--- config.mk ---
export PLATFORM = sky130hd
export DESIGN_NAME = sleep_countdown_table_unit
export DESIGN_NICKNAME = d
export VERILOG_FILES = /design/src/rtl/sct_pkg.sv /design/src/rtl/sct_cell.sv /design/src/rtl/sleep_countdown_table_unit.sv
export SDC_FILE = /design/constraint.sdc
export NUM_CORES = 1
export LEC_CHECK = 0
export ABC_AREA = 1
export BUFFER_PORTS_ARGS = -buffer_cell sky130_fd_sc_hd__buf_2
export CORE_ASPECT_RATIO = 0.5
export CORE_UTILIZATION = 50
export CTS_CLUSTER_SIZE = 8
export DETAILED_ROUTE_END_ITERATION = 8
export PLACE_DENSITY = 0.71
export SYNTH_ARGS = -nofsm -noshare
export SYNTH_HDL_FRONTEND = slang
export SYNTH_HIERARCHICAL = 1
export SYNTH_SLANG_ARGS = --single-unit
--- constraint.sdc ---
create_clock -name i_clk -period 22.2 [get_ports i_clk]
set_clock_uncertainty 0.15 [all_clocks]
set_input_delay 4.44 -clock i_clk [delete_from_list [all_inputs] [get_ports i_clk]]
set_output_delay 4.44 -clock i_clk [all_outputs]
set_load 0.01 [all_outputs]
--- src/rtl/sct_pkg.sv ---
// Constants and types of the sleep countdown table.
package sct_pkg;

    localparam int MAX_SLEEPERS = 16;
    localparam int TICK_WIDTH   = 16;
    localparam int ID_W         = 8;

    typedef struct packed {
        logic                  valid;
        logic                  expired;
        logic [ID_W-1:0]       id;
        logic [TICK_WIDTH-1:0] rem;
    } t_entry;

    // signals rippling along the row, newest cell first
    typedef struct packed {
        logic            found;   // an expired entry sits at or before this point
        logic            rest;    // a further expired entry behind the selected one
        logic [ID_W-1:0] id;      // id of the selected entry
    } t_ripple;

    typedef struct packed {
        logic insert;   // shift towards the tail, new word into cell 0
        logic tick;     // count down, mark expiries
        logic remove;   // drop the selected entry, close the gap
    } t_chain_ctrl;

    typedef enum logic {
        ST_IDLE,
        ST_WAKE
    } t_state;

endpackage

--- src/rtl/sct_cell.sv ---
// One slot of the sleeper row: holds an entry and passes it to its neighbours.
module sct_cell import sct_pkg::*; (
    input  logic        i_clk,
    input  logic        i_rst_n,
    input  t_chain_ctrl i_ctrl,
    input  t_entry      i_left,
    input  t_entry      i_right,
    input  t_ripple     i_rip,
    output t_ripple     o_rip,
    output t_entry      o_entry
);

    t_entry r_entry;
    t_entry n_entry;
    logic   w_found;
    logic   w_sel;

    assign w_found = i_rip.found | r_entry.expired;
    assign w_sel   = r_entry.expired & ~i_rip.found;

    assign o_rip.found = w_found;
    assign o_rip.rest  = i_rip.rest | (r_entry.expired & i_rip.found);
    assign o_rip.id    = i_rip.id | (w_sel ? r_entry.id : '0);
    assign o_entry     = r_entry;

    always_comb begin
        n_entry = r_entry;
        if (i_ctrl.insert) begin
            n_entry = i_left;
        end else if (i_ctrl.tick) begin
            n_entry.expired = r_entry.valid & (r_entry.rem <= TICK_WIDTH'(1));
            n_entry.rem     = r_entry.rem - TICK_WIDTH'(1);
        end else if (i_ctrl.remove && w_found) begin
            // selected cell and everything older pull from the right
            n_entry = i_right;
        end
    end

    always_ff @(posedge i_clk) begin
        if (!i_rst_n) begin
            r_entry.valid   <= 1'b0;
            r_entry.expired <= 1'b0;
        end else begin
            r_entry <= n_entry;
        end
    end

endmodule

--- src/rtl/sleep_countdown_table_unit.sv ---
// Top level of the sleep countdown table: row of cells plus wake sequencer.
// Sleep request: one result, strobed the cycle after start; busy stays low.
// Tick: the row counts down, then ST_WAKE (busy) registers one result per
// cycle, one per entry woken or else one bare one, newest sleeper first.
// Throughput: one request per cycle while not busy; ticks hold off words.
// Synchronous active-low reset empties the table; results cannot be stalled.
module sleep_countdown_table_unit import sct_pkg::*; (
    input  logic        i_clk,
    input  logic        i_rst_n,
    input  logic        start,
    output logic        busy,
    input  logic        i_opcode,
    input  logic [7:0]  i_thread_id,
    input  logic [15:0] i_ticks,
    input  logic        i_machine_idle,
    output logic        o_strobe,
    output logic        o_woken_valid,
    output logic [7:0]  o_woken_thread,
    output logic        o_yield_request,
    output logic        o_request_rejected,
    output logic        o_last
);

    t_state      r_state;
    t_state      n_state;
    t_chain_ctrl w_ctrl;
    t_entry      w_entry [MAX_SLEEPERS];
    t_ripple     w_rip   [MAX_SLEEPERS+1];
    t_entry      w_new;
    t_entry      w_empty;
    logic        w_accept;
    logic        w_full;
    logic        w_any;
    logic        r_yield;

    logic            r_strobe, n_strobe;
    logic            r_woken_valid, n_woken_valid;
    logic [ID_W-1:0] r_woken_thread, n_woken_thread;
    logic            r_yield_req, n_yield_req;
    logic            r_rejected, n_rejected;
    logic            r_last, n_last;

    assign busy     = (r_state == ST_WAKE);
    assign w_accept = start & ~busy;
    assign w_full   = w_entry[MAX_SLEEPERS-1].valid;
    assign w_any    = w_rip[MAX_SLEEPERS].found;

    assign w_new.valid   = 1'b1;
    assign w_new.expired = 1'b0;
    assign w_new.id      = i_thread_id;
    assign w_new.rem     = TICK_WIDTH'(i_ticks);
    assign w_empty       = '0;
    assign w_rip[0]      = '0;

    for (genvar g = 0; g < MAX_SLEEPERS; g++) begin : g_cell
        t_entry w_l;
        t_entry w_r;
        if (g == 0) begin : g_head
            assign w_l = w_new;
        end else begin : g_mid
            assign w_l = w_entry[g-1];
        end
        if (g == MAX_SLEEPERS-1) begin : g_tail
            assign w_r = w_empty;
        end else begin : g_body
            assign w_r = w_entry[g+1];
        end
        sct_cell u_cell (
            .i_clk   (i_clk),
            .i_rst_n (i_rst_n),
            .i_ctrl  (w_ctrl),
            .i_left  (w_l),
            .i_right (w_r),
            .i_rip   (w_rip[g]),
            .o_rip   (w_rip[g+1]),
            .o_entry (w_entry[g])
        );
    end

    // next state
    always_comb begin
        n_state = r_state;
        case (r_state)
            ST_IDLE: begin
                if (w_accept && !i_opcode) n_state = ST_WAKE;
            end
            ST_WAKE: begin
                if (!w_any || !w_rip[MAX_SLEEPERS].rest) n_state = ST_IDLE;
            end
            default: n_state = ST_IDLE;
        endcase
    end

    // outputs and row control
    always_comb begin
        w_ctrl         = '0;
        n_strobe       = 1'b0;
        n_woken_valid  = 1'b0;
        n_woken_thread = '0;
        n_yield_req    = 1'b0;
        n_rejected     = 1'b0;
        n_last         = 1'b0;
        case (r_state)
            ST_IDLE: begin
                if (w_accept && i_opcode) begin
                    w_ctrl.insert = ~w_full;
                    n_strobe      = 1'b1;
                    n_rejected    = w_full;
                    n_last        = 1'b1;
                end else if (w_accept) begin
                    w_ctrl.tick = 1'b1;
                end
            end
            ST_WAKE: begin
                n_strobe = 1'b1;
                if (w_any) begin
                    w_ctrl.remove  = 1'b1;
                    n_woken_valid  = 1'b1;
                    n_woken_thread = w_rip[MAX_SLEEPERS].id;
                    n_last         = ~w_rip[MAX_SLEEPERS].rest;
                    n_yield_req    = ~w_rip[MAX_SLEEPERS].rest & r_yield;
                end else begin
                    n_last      = 1'b1;
                    n_yield_req = r_yield;
                end
            end
            default: begin
                n_strobe = 1'b0;
            end
        endcase
    end

    always_ff @(posedge i_clk) begin
        if (w_accept && !i_opcode) r_yield <= ~i_machine_idle;
    end

    always_ff @(posedge i_clk) begin
        if (!i_rst_n) begin
            r_state        <= ST_IDLE;
            r_strobe       <= 1'b0;
            r_woken_valid  <= 1'b0;
            r_woken_thread <= '0;
            r_yield_req    <= 1'b0;
            r_rejected     <= 1'b0;
            r_last         <= 1'b0;
        end else begin
            r_state        <= n_state;
            r_strobe       <= n_strobe;
            r_woken_valid  <= n_woken_valid;
            r_woken_thread <= n_woken_thread;
            r_yield_req    <= n_yield_req;
            r_rejected     <= n_rejected;
            r_last         <= n_last;
        end
    end

    assign o_strobe           = r_strobe;
    assign o_woken_valid      = r_woken_valid;
    assign o_woken_thread     = r_woken_thread;
    assign o_yield_request    = r_yield_req;
    assign o_request_rejected = r_rejected;
    assign o_last             = r_last;

endmodule

# After elaboration in Yosys (flattened, before gate mapping)
# Index checks and enable logic that the tools add are counted.
[totals]
regBits = 431
latchBits = 0
mem_bits_rw = 0
rom_bits = 0
in_bits = 29
word_cells = 451
mem_count = 0
[op_classes]
addsub = 16
multipliers = 0
div_mod_pow = 0
n_lt_le_gt_ge = 16
n_eq_ne = 1
shifts = 0
mux = 126
n_bitwise = 113
reduce_logical = 107
[ops]
columns = ["cell", "count"]
rows = [
  ["26-bit 2-to-1 mux", 32],
  ["16-bit by 1-bit less-or-equal comparator with 1-bit output (second input constant)", 16],
  ["16-bit 2-to-1 mux", 16],
  ["8-bit 2-to-1 mux", 32],
  ["16-bit by 1-bit subtractor with 16-bit output (second input constant)", 16],
  ["8-bit bitwise OR", 15],
  ["2-bit AND reduction", 33],
  ["3-bit AND reduction", 17],
  ["1-bit bitwise AND", 48],
  ["3-bit nonzero test", 16],
  ["1-bit 2-to-1 mux", 42],
  ["2-bit nonzero test", 17],
  ["1-bit bitwise OR", 29],
  ["1-bit inverter", 21],
  ["1-bit logical AND", 18],
  ["1-bit one-hot mux with 2 select lines", 3],
  ["1-bit zero test", 3],
  ["3-bit OR reduction", 1],
  ["2-bit 2-to-1 mux", 1],
  ["2-bit by 1-bit != test with 1-bit output (second input constant)", 1],
  ["2-bit OR reduction", 1],
  ["1-bit logical OR", 1],
]

# Logic depth before layout (Yosys ltp)
[logic_depth]
depth_word = 21
depth_mapped = 56
ltp_nobuf = 39

# By module
# The synthesis kept the hierarchy.
[modules_own_cells]
columns = ["module", "n_inst", "cells_each", "area_per_inst_um2", "seq_area_each_um2"]
rows = [
  ["sct_cell", 16, 236, 1789.2, 760.7],
  ["sleep_countdown_table_unit", 1, 58, 486.7, 310.3],
]

# Least setup slack after synthesis
# OpenSTA, ideal clock, no wires.
[synth_timing]
kind = "input-to-reg"
startpoint = "in start"
endpoint = "reg g_cell[0].u_cell.r_entry (netlist bit g_cell[0].u_cell/o_entry[0]) (enable)"
setup_ps = 389
arrival_time_ps = 11299
t_required_ps = 21661
path_slack_ps = 10363
cell_stages = 5
cell_sequence = "nand2_1 -> nor3_1 -> nor2_2 -> and2_1 -> nor2_1"
[synth_rtl]
columns = ["item", "line_no", "rtl"]
rows = [
  ["start: declaration", "sleep_countdown_table_unit.sv:10", "input logic start,"],
  ["end signal: assignment", "sct_cell.sv:44", "r_entry <= n_entry;"],
  ["end: declaration", "sct_cell.sv:13", "t_entry r_entry;"],
]

==> results.md <==
* Met1 Resource Use GR at 37.2%
* Part of the cycle the worst path needs at 36.5%
* Worst Setup End Kind: register
* Synth top area share at 39.7%
* Synth Instances at 3,834
* Antenna cells at 0
* H-tree Lvls at 2
* Synth area leader: edfxtp_1
* Most used DFF post-synth: edfxtp_1
* Fmax at 123 MHz
* Routability cong. at 0.893
* Pwr per Cell Area at 80.3 nW/µm²
* Nets at 3,939
* Post-CTS Setup Bufs at 0
* Total gr overflow at 0
* Post-synth cell types at 29
* Critical path class: in2reg
* EDFF count, synth at 385
* Placement Setup Slack at 13,590 ps
* Async SR Flop Fraction at 0%
* Dpl hpwl at 56.8 mm
* TritonCTS clock tree: built
* CTS Sinks at 431
* Hold Path Class: reg2reg
* Cell area after placement at 29,800 µm²
* Antenna violations before repair at 0
* Max cap viols at 0
* Vias in the first global route at 24,600
* Hold_ws at 320 ps
* Die H at 173 µm
* Commonest cells after routing, fill and taps aside: 1,496 x nand2_1, 426 x nor2_1, 385 x edfxtp_1
* Met3 Use GR at 3.50%
* Synth top area cells: edfxtp_1 40%, nand2_1 19%, nor2_1 5.5%
* # DRC at 0
* Tmin final at 8110 ps
* PnR worst setup slack at 14,090 ps
* Register bit total from synthesis at 431
* Max clock buf depth at 3
* Worst Path Max Fanout at 188
* Synthesized area at 29,100 µm²
* First-pass DRT Iterations at 8
* Total power draw at 2530 µW
* Total CTS buffers at 59
* Final hold viol count at 0
* Clock Pin Slew Worst Setup and Hold Paths at 50 ps
* Core ar. at 57,500 µm²
* Post-Route WL at 80.5 mm
* Gr usage total at 26.6%
* GR peak layer: met2
* Status: complete, no violations
* Setup-failing EPs final at 0
* Register area share after synthesis at 42.9%
* Die width at 343 µm
* PostCTS Resize Cnt at 0
* Setup TNS at 0 ps
* Least-Margin Pin Slew at 1290 ps
* Root buf cell: clkbuf_16
* P_leak at 0.0137 µW
* WL per Instance at 17.2 µm
* ANT nets after route at 0
* Die area at 59,300 µm²
* Fillcell total at 5,333
* Initial Util at 50.6%
* Worst-skew pair later-pin latency at 610 ps
* Buffers on Ports at 42
* Initial detailed-routing violation count at 2,995
* Syn_area_per_cell at 7.59 µm²
* Vias/cell at 5.65
* IO Pins at 43
* First-pass GRT wire length at 130 mm
* Cell Rows at 62
* Most common cell after layout, fill and taps aside: nand2_1
* Largest net degree at the start of global routing at 189
* Total number of vias at 26,500
* Worst EP required at 22,350 ps
* Syn-to-layout area delta at 8.30%
* Final slew viol count at 0
* Ratio of cells with drive above 1 in the final layout at 13.8%
* Max VDD drop at 67.0 µV
* Rel. slew slack at 13.8%
* Startpoint types: input pin
* Post-route cell area at 31,500 µm²
* Unrepaired setup endpoints after global routing: false
* Hold-fix buffers, CTS at 0
* Crit path DAT at 8260 ps
* Met2 Use GR at 43.3%
* Ys Warns at 6
-- worst paths after layout --
path / start / end / slack, ps / cells after the start
max: i_opcode / g_cell[3].u_cell/o_entry[14]$_DFFE_PP_ / 14090 / 10
min: r_yield$_DFFE_PP_ / o_yield_request$_SDFF_PN0_ / 320 / 2
max reg2reg: g_cell[0].u_cell/o_entry[24]$_SDFFE_PN0N_ / g_cell[11].u_cell/o_entry[15]$_DFFE_PP_ / 15780 / 37
min reg2reg: r_yield$_DFFE_PP_ / o_yield_request$_SDFF_PN0_ / 320 / 2
-- sequential cells by signal, summed over array words and instances, names as in the netlist --
signal                 flops
busy                       1
g_cell.u_cell/o_entry    416
o_last                     1
o_request_rejected         1
o_strobe                   1
o_woken_thread             8
o_woken_valid              1
o_yield_request            1
r_yield                    1
-- metal layers --
metal / up-vias / share of wire, %
li1: 12800 / -
met5: - / 0
met3: 175 / 6.9
met4: 0 / 2.5
met1: 12500 / 44
met2: 1051 / 46
-- stage by stage --
step	std cells	utilization, %
after CTS	4694	54.8
after global routing	4694	54.9
after global placement	4585	51.9
final	4694	54.9
after detailed placement	4585	51.9
after floorplan	3870	-
-- cells in the mapped netlist (80+ instances only) --
| master | number |
|---|---|
| nand3_1 | 225 |
| a22oi_1 | 192 |
| inv_2 | 81 |
| nor2_1 | 428 |
| buf_4 | 80 |
| a31o_2 | 128 |
| nand2_1 | 1496 |
| edfxtp_1 | 385 |
| inv_1 | 255 |
| nor2_2 | 80 |
-- critical path, cell delays in order --
cell and delay [ps]:
buf_2 130, inv_1 70, nor3_2 250, buf_12 530, buf_4 820, buf_12 690, nor2_2 370, and2_1 300
nor2_1 100, buf_4 270
-- area by class of cell --
| class | count | area [µm²] | share of cell area, % |
|---|---|---|---|
| tap | 768 | 961 | 3.05 |
| clock inverter | 2 | 25.0 | 0.0794 |
| multi-input combinational | 2991 | 14800 | 46.8 |
| inverter | 336 | 1260 | 4.00 |
| sequential | 431 | 12500 | 39.6 |
| timing repair buffer | 59 | 363 | 1.15 |
| clock buffer | 107 | 1680 | 5.32 |
-- report_power, final --
group / internal, µW / leakage [µW] / switching (µW) / total (µW)
registers: 1010 / 0.00398 / 144 / 1150
clock network: 503 / 0.000806 / 360 / 862
logic: 184 / 0.00888 / 331 / 516
total: 1700 / 0.0137 / 835 / 2530
-- kinds of logic (layout without fill, tap and decap cells) --
family,count (synthesis),count (layout),share of synthesized area [%]
other,2,38,0.0258
adder cells (fa/ha/maj),32,32,1.38
AO/OA/AOI/OAI,480,480,12.3
flip-flops,431,431,42.9
XOR/XNOR,64,64,1.93
buffers and inverters,448,504,6.94
AND/OR/NAND/NOR,2377,2377,34.5
(Power assumes the default switching activity.)
